<file path="config.mk">
export PLATFORM = sky130hd
export DESIGN_NAME = i2c_master_write_sequencer
export DESIGN_NICKNAME = d
export VERILOG_FILES = /design/src/hdl/i2cmws_pkg.sv /design/src/hdl/i2cmws_front.sv /design/src/hdl/i2cmws_queue.sv /design/src/hdl/i2cmws_back.sv /design/src/hdl/i2c_master_write_sequencer.sv
export SDC_FILE = /design/constraint.sdc
export NUM_CORES = 1
export LEC_CHECK = 0
export ABC_AREA = 1
export CAP_MARGIN = 20
export CORE_MARGIN = 2
export CORE_UTILIZATION = 25
export DETAILED_ROUTE_END_ITERATION = 16
export DONT_BUFFER_PORTS = 1
export PLACE_DENSITY = 0.37
export SYNTH_ARGS = -nofsm -noshare
export SYNTH_HDL_FRONTEND = slang
export SYNTH_SLANG_ARGS = --single-unit
</file>
<file path="constraint.sdc">
create_clock -name clk_i -period 2.62 [get_ports clk_i]
set_input_delay 0.655 -clock clk_i [delete_from_list [all_inputs] [get_ports clk_i]]
set_output_delay 0.655 -clock clk_i [all_outputs]
set_load 0.05 [all_outputs]
</file>
<file path="src/hdl/i2cmws_pkg.sv">
// shared types and constants for the i2c master write sequencer
// no dependencies; used by every module of the block
package i2cmws_pkg;

  localparam int unsigned ValueWidth     = 8;
  localparam int unsigned HalfWidth      = 16;
  localparam logic [HalfWidth-1:0] HalfPeriodReset = 16'd750;
  localparam int unsigned BitsPerByte    = 8;
  localparam int unsigned BitCntWidth    = $clog2(BitsPerByte);
  localparam int unsigned QueueDepth     = 2;
  localparam int unsigned QueuePtrWidth  = $clog2(QueueDepth);
  localparam int unsigned QueueCntWidth  = $clog2(QueueDepth + 1);
  localparam int unsigned OutDataWidth   = 8;

  localparam logic ModeData    = 1'b0;
  localparam logic ModeAddress = 1'b1;

  // phase step within a condition or bit slot
  localparam logic [1:0] StepSetData  = 2'd0;
  localparam logic [1:0] StepSclHigh  = 2'd1;
  localparam logic [1:0] StepSclLow   = 2'd2;
  localparam logic [1:0] StepStopHold = 2'd3;

  typedef struct packed {
    logic                  start;
    logic [ValueWidth-1:0] tx_byte;
    logic                  stop;
  } cmd_t;

  typedef enum logic [4:0] {
    ST_IDLE  = 5'b00001,
    ST_START = 5'b00010,
    ST_DATA  = 5'b00100,
    ST_ACK   = 5'b01000,
    ST_STOP  = 5'b10000
  } state_e;

endpackage

</file>
<file path="src/hdl/i2cmws_front.sv">
// front end: accepts input transactions and turns them into byte commands
// depends on i2cmws_pkg
module i2cmws_front (
  input  logic                             s_valid_i,
  input  logic                             s_mode_i,
  input  logic [i2cmws_pkg::ValueWidth-1:0] s_value_i,
  input  logic                             s_last_i,
  output logic                             s_ready_o,
  output logic                             push_o,
  output i2cmws_pkg::cmd_t                 cmd_o,
  input  logic                             full_i
);

  assign s_ready_o = !full_i;
  assign push_o    = s_valid_i && !full_i;

  always_comb begin
    cmd_o.start = (s_mode_i == i2cmws_pkg::ModeAddress);
    cmd_o.stop  = s_last_i;
    if (s_mode_i == i2cmws_pkg::ModeAddress) begin
      // address byte with write bit clear
      cmd_o.tx_byte = {s_value_i[i2cmws_pkg::ValueWidth-2:0], 1'b0};
    end else begin
      cmd_o.tx_byte = s_value_i;
    end
  end

endmodule

</file>
<file path="src/hdl/i2cmws_queue.sv">
// short command queue between the front and back ends
// depends on i2cmws_pkg
module i2cmws_queue (
  input  logic             clk_i,
  input  logic             rst_ni,
  input  logic             push_i,
  input  i2cmws_pkg::cmd_t push_cmd_i,
  output logic             full_o,
  input  logic             pop_i,
  output logic             empty_o,
  output i2cmws_pkg::cmd_t pop_cmd_o
);

  i2cmws_pkg::cmd_t mem_q [i2cmws_pkg::QueueDepth];
  logic [i2cmws_pkg::QueuePtrWidth-1:0] wr_ptr_q, rd_ptr_q;
  logic [i2cmws_pkg::QueueCntWidth-1:0] count_q;

  assign full_o    = (count_q == i2cmws_pkg::QueueCntWidth'(i2cmws_pkg::QueueDepth));
  assign empty_o   = (count_q == '0);
  assign pop_cmd_o = mem_q[rd_ptr_q];

  always_ff @(posedge clk_i) begin
    if (push_i) begin
      mem_q[wr_ptr_q] <= push_cmd_i;
    end
  end

  always_ff @(posedge clk_i or negedge rst_ni) begin
    if (!rst_ni) begin
      wr_ptr_q <= '0;
      rd_ptr_q <= '0;
      count_q  <= '0;
    end else begin
      if (push_i) begin
        wr_ptr_q <= (wr_ptr_q == i2cmws_pkg::QueuePtrWidth'(i2cmws_pkg::QueueDepth - 1))
                    ? '0 : wr_ptr_q + 1'b1;
      end
      if (pop_i) begin
        rd_ptr_q <= (rd_ptr_q == i2cmws_pkg::QueuePtrWidth'(i2cmws_pkg::QueueDepth - 1))
                    ? '0 : rd_ptr_q + 1'b1;
      end
      if (push_i && !pop_i) begin
        count_q <= count_q + 1'b1;
      end else if (pop_i && !push_i) begin
        count_q <= count_q - 1'b1;
      end
    end
  end

endmodule

</file>
<file path="src/hdl/i2cmws_back.sv">
// back end: walks each command through its line phases, paced by the half period
// depends on i2cmws_pkg; fed from i2cmws_queue
module i2cmws_back (
  input  logic                              clk_i,
  input  logic                              rst_ni,
  input  logic [i2cmws_pkg::HalfWidth-1:0]  half_period_i,
  input  logic                              empty_i,
  input  i2cmws_pkg::cmd_t                  cmd_i,
  output logic                              pop_o,
  output logic                              out_valid_o,
  input  logic                              out_ready_i,
  output logic                              out_scl_o,
  output logic                              out_sda_o,
  output logic                              out_last_o
);

  i2cmws_pkg::state_e state_q, state_d;
  logic [1:0]                            step_q, step_d;
  logic [i2cmws_pkg::BitCntWidth-1:0]    bit_q, bit_d;
  logic [i2cmws_pkg::ValueWidth-1:0]     shift_q, shift_d;
  logic                                  stop_q, stop_d;
  logic [i2cmws_pkg::HalfWidth-1:0]      timer_q;
  logic                                  scl_lvl_q;
  logic                                  out_valid_q, out_scl_q, out_sda_q, out_last_q;

  logic slot_free, emit, ph_scl, ph_sda, ph_last;

  assign slot_free = !out_valid_q || out_ready_i;
  assign emit      = (state_q != i2cmws_pkg::ST_IDLE) && (timer_q == '0) && slot_free;

  always_comb begin
    state_d = state_q;
    step_d  = step_q;
    bit_d   = bit_q;
    shift_d = shift_q;
    stop_d  = stop_q;
    pop_o   = 1'b0;
    ph_scl  = 1'b1;
    ph_sda  = 1'b1;
    ph_last = 1'b0;
    case (state_q)
      i2cmws_pkg::ST_IDLE: begin
        if (!empty_i) begin
          pop_o   = 1'b1;
          shift_d = cmd_i.tx_byte;
          stop_d  = cmd_i.stop;
          step_d  = i2cmws_pkg::StepSetData;
          bit_d   = '0;
          state_d = cmd_i.start ? i2cmws_pkg::ST_START : i2cmws_pkg::ST_DATA;
        end
      end
      i2cmws_pkg::ST_START: begin
        case (step_q)
          i2cmws_pkg::StepSetData: begin ph_scl = scl_lvl_q; ph_sda = 1'b1; end
          i2cmws_pkg::StepSclHigh: begin ph_scl = 1'b1;      ph_sda = 1'b1; end
          i2cmws_pkg::StepSclLow:  begin ph_scl = 1'b1;      ph_sda = 1'b0; end
          default:                 begin ph_scl = 1'b0;      ph_sda = 1'b0; end
        endcase
        if (emit) begin
          if (step_q == i2cmws_pkg::StepStopHold) begin
            step_d  = i2cmws_pkg::StepSetData;
            state_d = i2cmws_pkg::ST_DATA;
          end else begin
            step_d = step_q + 1'b1;
          end
        end
      end
      i2cmws_pkg::ST_DATA: begin
        ph_sda = shift_q[i2cmws_pkg::ValueWidth-1];
        case (step_q)
          i2cmws_pkg::StepSetData: ph_scl = scl_lvl_q;
          i2cmws_pkg::StepSclHigh: ph_scl = 1'b1;
          default:                 ph_scl = 1'b0;
        endcase
        if (emit) begin
          if (step_q == i2cmws_pkg::StepSclLow) begin
            step_d  = i2cmws_pkg::StepSetData;
            shift_d = {shift_q[i2cmws_pkg::ValueWidth-2:0], 1'b0};
            if (bit_q == i2cmws_pkg::BitCntWidth'(i2cmws_pkg::BitsPerByte - 1)) begin
              state_d = i2cmws_pkg::ST_ACK;
            end else begin
              bit_d = bit_q + 1'b1;
            end
          end else begin
            step_d = step_q + 1'b1;
          end
        end
      end
      i2cmws_pkg::ST_ACK: begin
        ph_sda = 1'b1;
        case (step_q)
          i2cmws_pkg::StepSetData: ph_scl = scl_lvl_q;
          i2cmws_pkg::StepSclHigh: ph_scl = 1'b1;
          default:                 ph_scl = 1'b0;
        endcase
        ph_last = (step_q == i2cmws_pkg::StepSclLow) && !stop_q;
        if (emit) begin
          if (step_q == i2cmws_pkg::StepSclLow) begin
            step_d  = i2cmws_pkg::StepSetData;
            state_d = stop_q ? i2cmws_pkg::ST_STOP : i2cmws_pkg::ST_IDLE;
          end else begin
            step_d = step_q + 1'b1;
          end
        end
      end
      i2cmws_pkg::ST_STOP: begin
        case (step_q)
          i2cmws_pkg::StepSetData: begin ph_scl = scl_lvl_q; ph_sda = 1'b0; end
          i2cmws_pkg::StepSclHigh: begin ph_scl = 1'b1;      ph_sda = 1'b0; end
          default:                 begin ph_scl = 1'b1;      ph_sda = 1'b1; end
        endcase
        ph_last = (step_q == i2cmws_pkg::StepStopHold);
        if (emit) begin
          if (step_q == i2cmws_pkg::StepStopHold) begin
            step_d  = i2cmws_pkg::StepSetData;
            state_d = i2cmws_pkg::ST_IDLE;
          end else begin
            step_d = step_q + 1'b1;
          end
        end
      end
      default: begin
        state_d = i2cmws_pkg::ST_IDLE;
      end
    endcase
  end

  always_ff @(posedge clk_i) begin
    shift_q <= shift_d;
    stop_q  <= stop_d;
    bit_q   <= bit_d;
    if (emit) begin
      out_scl_q  <= ph_scl;
      out_sda_q  <= ph_sda;
      out_last_q <= ph_last;
    end
  end

  always_ff @(posedge clk_i or negedge rst_ni) begin
    if (!rst_ni) begin
      state_q     <= i2cmws_pkg::ST_IDLE;
      step_q      <= i2cmws_pkg::StepSetData;
      timer_q     <= '0;
      scl_lvl_q   <= 1'b1;
      out_valid_q <= 1'b0;
    end else begin
      state_q <= state_d;
      step_q  <= step_d;
      if (emit) begin
        scl_lvl_q   <= ph_scl;
        out_valid_q <= 1'b1;
        // hold each phase for the half period
        timer_q <= (half_period_i == '0) ? '0 : half_period_i - 1'b1;
      end else begin
        if (out_ready_i) begin
          out_valid_q <= 1'b0;
        end
        if (timer_q != '0) begin
          timer_q <= timer_q - 1'b1;
        end
      end
    end
  end

  assign out_valid_o = out_valid_q;
  assign out_scl_o   = out_scl_q;
  assign out_sda_o   = out_sda_q;
  assign out_last_o  = out_last_q;

endmodule

</file>
<file path="src/hdl/i2c_master_write_sequencer.sv">
// Write-only I2C master: each input transaction (address with START, or data byte,
// optionally followed by STOP) becomes a run of open-drain line phases on the
// output stream, one output transaction per phase, tlast on the final phase of
// the run. A data byte gives 27 phases, an address byte 31, plus 4 with STOP.
// Phases are paced by the phase timer of the back end from half_period_cycles,
// and held back while the output stalls. The next command is fetched while the
// last phase of a run is held, so at a half period of two or more no gap comes
// between runs; at a half period of one (or zero) the fetch adds an idle gap
// before the first phase of the next byte. Input is taken into a
// two-entry command queue while the back end is busy. The ACK slot is clocked
// but not sampled.
// depends on i2cmws_pkg, i2cmws_front, i2cmws_queue, i2cmws_back
module i2c_master_write_sequencer (
  input  logic                              clk_i,
  input  logic                              rst_ni,
  input  logic                              cfg_valid_i,
  output logic                              cfg_ready_o,
  input  logic [i2cmws_pkg::HalfWidth-1:0]  cfg_data_i,      // half_period_cycles
  input  logic                              s_axis_tvalid_i,
  output logic                              s_axis_tready_o,
  input  logic [i2cmws_pkg::ValueWidth-1:0] s_axis_tdata_i,  // value
  input  logic                              s_axis_tuser_i,  // mode
  input  logic                              s_axis_tlast_i,
  output logic                              m_axis_tvalid_o,
  input  logic                              m_axis_tready_i,
  output logic [i2cmws_pkg::OutDataWidth-1:0] m_axis_tdata_o, // scl_release, sda_release
  output logic                              m_axis_tlast_o
);

  logic [i2cmws_pkg::HalfWidth-1:0] half_period_q;
  logic             push, full, pop, empty, out_scl, out_sda;
  i2cmws_pkg::cmd_t push_cmd, pop_cmd;

  assign cfg_ready_o = 1'b1;

  always_ff @(posedge clk_i or negedge rst_ni) begin
    if (!rst_ni) begin
      half_period_q <= i2cmws_pkg::HalfPeriodReset;
    end else if (cfg_valid_i) begin
      half_period_q <= cfg_data_i;
    end
  end

  i2cmws_front u_front (
    .s_valid_i (s_axis_tvalid_i),
    .s_mode_i  (s_axis_tuser_i),
    .s_value_i (s_axis_tdata_i),
    .s_last_i  (s_axis_tlast_i),
    .s_ready_o (s_axis_tready_o),
    .push_o    (push),
    .cmd_o     (push_cmd),
    .full_i    (full)
  );

  i2cmws_queue u_queue (
    .clk_i      (clk_i),
    .rst_ni     (rst_ni),
    .push_i     (push),
    .push_cmd_i (push_cmd),
    .full_o     (full),
    .pop_i      (pop),
    .empty_o    (empty),
    .pop_cmd_o  (pop_cmd)
  );

  i2cmws_back u_back (
    .clk_i         (clk_i),
    .rst_ni        (rst_ni),
    .half_period_i (half_period_q),
    .empty_i       (empty),
    .cmd_i         (pop_cmd),
    .pop_o         (pop),
    .out_valid_o   (m_axis_tvalid_o),
    .out_ready_i   (m_axis_tready_i),
    .out_scl_o     (out_scl),
    .out_sda_o     (out_sda),
    .out_last_o    (m_axis_tlast_o)
  );

  assign m_axis_tdata_o = {{(i2cmws_pkg::OutDataWidth - 2){1'b0}}, out_sda, out_scl};

endmodule

</file>
---- After elaboration in Yosys (flattened, before gate mapping) ----
Memory sizes are Yosys's and may differ from the RTL's.
Cells that the tools add are included.
operators by class
  add/sub/neg operators ................... 8
  equal/unequal tests ..................... 24
  mux-type cells .......................... 50
  bitwise gates (word level) .............. 1
  reduce and logical (&&, ||, !) cells .... 31
operators with widths
  operator                                                               number
  5-bit 2-to-1 mux                                                       11
  16-bit 2-to-1 mux                                                      3
  16-bit zero test                                                       2
  8-bit 2-to-1 mux                                                       4
  16-bit by 1-bit subtractor with 16-bit output, second input constant   2
  5-bit case mux with 5 select lines                                     1
  2-bit by 1-bit != test with 1-bit output, second input constant        11
  8-bit case mux with 2 select lines                                     1
  16-bit nonzero test                                                    1
  3-bit 2-to-1 mux                                                       5
  2-bit 2-to-1 mux                                                       7
  1-bit 2-to-1 mux                                                       11
  10-bit AND reduction                                                   1
  4-bit AND reduction                                                    2
  2-bit nonzero test                                                     4
  2-bit OR reduction                                                     4
  2-bit equality test, second input constant                             3
  1-bit logical AND                                                      6
  1-bit case mux with 2 select lines                                     3
  1-bit case mux with 3 select lines                                     2
  2-bit case mux with 3 select lines                                     1
  3-bit case mux with 2 select lines                                     1
  5-bit by 1-bit equality test with 1-bit output, second input constant  1
  5-bit by 2-bit equality test with 1-bit output, second input constant  1
  other kinds (18)                                                       26
storage, ports and cells
  register bits ........................... 60
  bits in writable memories ............... 20
  bits of input ports ..................... 31
  output and inout port bits .............. 12
  logic and storage cells ................. 130
  memories kept ........................... 1
memory list
  memory         depth  bits a word  read ports  clocked after memory_dff  write ports  RTL line            RTL
  u_queue.mem_q  2      10           1           0                         1            i2cmws_queue.sv:14  i2cmws_pkg::cmd_t mem_q [i2cmws_pkg::QueueDepth];

---- Logic depth before layout (Yosys ltp) ----
  word-level depth ........................ 7
  gate-level depth with buffers ........... 13
  mapped depth without buffers ............ 13

---- Cells and area by module ----
Synthesis repeated with hierarchy kept, for this count alone.
second synthesis, totals
  cells, all modules ...................... 608
  area, all modules ....................... 4842.1 um2
by module, submodules not included
  module                      instances  cells an instance  area each (um2)  sequential area each (um2)
  i2cmws_back                 1          443                3021.6           1078.5
  i2cmws_queue                1          56                 964.7            700.7
  i2c_master_write_sequencer  1          79                 728.2            409.1
  i2cmws_front                1          30                 127.6            0.0

---- Worst setup path after synthesis ----
No wires, ideal clock.
  path type ............................... reg-to-reg
  start ................................... register u_back.timer_q[0] in the netlist's numbering
  end ..................................... register u_back.shift_q[0] in the netlist's numbering (enable)
  setup time .............................. 0.370 ns
  data arrival time ....................... 1.773 ns
  required time ........................... 2.250 ns
  path slack .............................. 0.477 ns
  cell stages (with the launch flop) ...... 11
  path buffers ............................ 0
  clock period less this slack ............ 2.143 ns
  cells stage by stage .................... dfrtp_1 > inv_1 > ha_1 > inv_1 > nor2_1 > nand2_1 > nor2_1 > nand4_4 > inv_2 > o21bai_1 > nor2_1
on the way
  word-level cells in the longest chain between the ends .. 5
ends and longest elaborated chain
  item                                                       RTL line            RTL
  start: declaration                                         i2cmws_back.sv:22   logic [i2cmws_pkg::HalfWidth-1:0] timer_q;
  start signal: assignment                                   i2cmws_back.sv:153  timer_q <= (half_period_i == '0) ? '0 : half_period_i - 1'b1;
  start signal: assignment                                   i2cmws_back.sv:159  timer_q <= timer_q - 1'b1;
  16-bit zero test                                           i2cmws_back.sv:29   assign emit = (state_q != i2cmws_pkg::ST_IDLE) && (timer_q == '0) && slot_free;
  1-bit logical AND (2 in series)                            i2cmws_back.sv:29
  via u_back.emit                                            i2cmws_back.sv:26   logic slot_free, emit, ph_scl, ph_sda, ph_last;
  2-bit by 1-bit != test with 1-bit output (no source line)  -
  4-bit AND reduction (no source line)                       -
  end signal: assignment                                     i2cmws_back.sv:129  shift_q <= shift_d;
  end: declaration                                           i2cmws_back.sv:20   logic [i2cmws_pkg::ValueWidth-1:0] shift_q, shift_d;
The timed path passes the listed nets, and every way through them passes these cells.
A chain may end at the register's enable or synchronous reset.

---- Worst setup path in the final report ----
  start ................................... register u_back.timer_q[0] in the netlist's numbering
  end ..................................... register u_back.bit_q[1] in the netlist's numbering (enable)
on the way
  word-level cells in the longest chain between the ends .. 5
ends and longest elaborated chain
  item                                                       RTL line            RTL
  16-bit zero test                                           i2cmws_back.sv:29
  1-bit logical AND (2 in series)                            i2cmws_back.sv:29
  via u_back.emit                                            i2cmws_back.sv:26
  2-bit by 1-bit != test with 1-bit output (no source line)  -
  5-bit AND reduction (no source line)                       -
  end signal: assignment                                     i2cmws_back.sv:131  bit_q <= bit_d;
  end: declaration                                           i2cmws_back.sv:19   logic [i2cmws_pkg::BitCntWidth-1:0] bit_q, bit_d;
The timed path passes the listed nets, and every way through them passes these cells.

==> results.tsv <==
metric	value	unit
synth_cell_types	40	
h-tree-depth	3	
die_area	19500	um2
drt-pass1-iter-count	5	
synthCells	563	
clkTransAtPathRegs	70	ps
max_slew_margin	0.645	
cp_data_arrival_time	2200	ps
multi_input_area	2030	um2
post_cts_resize_count	0	
port-buffer-count	0	
globalRoute.totalOverflow	0	
num_rows	49	
setup_viol	0	
fin_worst_skew	9.01	ps
final_hold_viol_count	0	
finalNetCount	610	
synth.cell_area	4600	um2
coreArea	18000	um2
slew_viol_final	0	
wl_per_cell	13.3	um
cpPeakStageDelay	390	ps
clockBufferDepth	2	
fmax	0.453	GHz
power.density	992	nW/um2
pre_cts_slack	424	ps
final.period_utilization	0.842	
startpoint_type	flop	
hp-class	in2async	
cts_buffers	9	
hpwl	7670	um
crit_family	simple AND/OR/NAND/NOR gates	
avgSynthCellArea	8.18	um2
vias	3472	
ys_warn_count	0	
grt_setup_unrepaired	false	
routed_wl	10700	um
required	2620	ps
critical_path_class	reg2reg	
ctsHoldBuffers	1	
cp_max_fo	6	
io_pins	43	
grt_max_degree	37	
ys_seq_area_frac	0.475	
synth_ff_type	dfrtp_1	
final_layout_size_suffix_gt1_frac	0.114	
status	finished, final reports clean	
leakagePower	2.29	nW
initial_utilization	0.255	
n_antenna_cell	0	
cpMaxStageDelayCell	dfrtp_1	
cts_tree	yes	
synth-seq-cells	80	
seqCellArea	2190	um2
clkSinkCount	80	
synth_edf_count	35	
synthArstFlopShare	0.563	
drc_errors	0	
cp-end-kind	flop	
cts_root_buffer	clkbuf_16	
die-height	140	um
n_fill_cell	1986	
grt_pass1_wl	17700	um
antenna_found_initial	0	
critPathBufInv	3	
fin_setup_tns	0	ps
path_cells	inv_1, ha_1, inv_1, nor2_1, nand2_1, nor2_1, nand4_4, inv_2, o21bai_1, nor3_1	
drv_cap	0	
post_cts_buffers	0	
grt_pass1_vias	3385	
area_growth_syn_to_layout	11.7	%
finalCriticalPeriod	2210	ps
gp_congestion	0.792	
tightest_slew	532	ps
viasPerCell	4.33	
fin_ws	415	ps
dr.first_iter.drc_count	230	
clock_latency	350	ps
die_x	140	um
power	5.11	mW
irDropWorstVdd	0.000376	V
grt_usage	0.114	
holdWs	147	ps
drtAntennaViolNets	0	
## cells by family after synthesis
| kind of cell | after synthesis | synth area share |
|---|---|---|
| adders and majority gates | 12 | 0.0326 |
| buffers and inverters | 95 | 0.0883 |
| other | 2 | 0.00163 |
| muxes | 2 | 0.00489 |
| AOI/OAI and AO/OA | 64 | 0.0780 |
| DFF | 80 | 0.475 |
| and+or+nand+nor | 287 | 0.279 |
| xor gates and xnor gates | 21 | 0.0399 |
## flip-flops by register name, summed over array words and instances, names as in the netlist, 2 cells and up
signal and flops:
u_queue.mem_q 20, u_back.step_q 2, u_back.bit_q 3, u_back.shift_q 8, u_back.timer_q 16, u_queue.count_q 2
u_back.state_q 5, half_period_q 16
## synthesized netlist by cell type, drive strengths merged (4+ instances only)
cell	n	area share
xor2	17	0.032
dfrtp	36	0.20
nand2	130	0.11
inv	74	0.060
dfstp	9	0.051
ha	12	0.033
nand3	42	0.050
a21oi	17	0.018
clkbuf	8	0.0065
edfxtp	35	0.23
nand4	10	0.017
nor3	4	0.0068
o21ai	33	0.038
a31oi	7	0.0095
xnor2	4	0.0076
nor2	99	0.094
buf	12	0.021
## path summary, 6_finish.rpt
kind	start	to	slack (ps)	cells past startpoint
setup / recovery	u_back.timer_q[0]$_DFFE_PN0P_	u_back.bit_q[1]$_SDFFCE_PN0P_	410	10
hold / removal	rst_ni	u_back.state_q[0]$_DFFE_PN1P_	150	0
setup reg to reg	u_back.timer_q[0]$_DFFE_PN0P_	u_back.bit_q[1]$_SDFFCE_PN0P_	410	10
hold reg to reg	u_back.scl_lvl_q$_DFFE_PN1N_	u_back.scl_lvl_q$_DFFE_PN1N_	500	2
max in group asynchronous	rst_ni	u_back.out_valid_o$_DFFE_PN0P_	2280	1
min in group clk_i	cfg_valid_i	half_period_q[1]$_DFFE_PN1P_	380	1
## metal layers
layer,vias up,share of wire,track usage
met5,-,0,0
met4,0,0.026,0.0600
met3,17,0.044,0.0189
met2,91,0.41,0.159
met1,1567,0.52,0.168
li1,1797,-,-
## cell usage in the layout (no fill, tap or decap), drive strengths merged
master / instances
nand2: 130
nor2: 99
inv: 77
nand3: 42
dfrtp: 36
edfxtp: 35
o21ai: 33
a21oi: 17
xor2: 17
ha: 12
nand4: 10
clkbuf: 9
dfstp: 9
buf: 8
a31oi: 7
conb: 7
clkinv: 5
xnor2: 4
nor3: 4
mux2: 2
o21a: 2
or2: 2
o32ai: 1
o2111ai: 1
o211ai: 1
o21bai: 1
o22ai: 1
## area by class of cell
| class | count | share of cell area |
|---|---|---|
| clock buffers | 9 | 0.0438 |
| clock inverters | 7 | 0.0107 |
| inverters | 75 | 0.0547 |
| multi-input cells | 393 | 0.394 |
| flip-flops and latches | 80 | 0.425 |
| well taps | 229 | 0.0557 |
| repair buffers | 8 | 0.0156 |
## through the flow
step	area, um2	utilization	instances
6_report	5140	0.285	801
5_1_grt	5140	0.285	801
4_1_cts	5140	0.285	801
3_5_place_dp	4840	0.268	784
3_3_place_gp	4840	0.268	784
2_1_floorplan	4620	-	568
## power breakdown
group          internal [mW]  total (mW)  switching, mW
Combinational          0.620        1.80           1.18
Sequential              1.79        2.08          0.282
Clock                  0.655        1.23          0.578
Total                   3.07        5.11           2.04
Power figures use the tool's default switching activity.
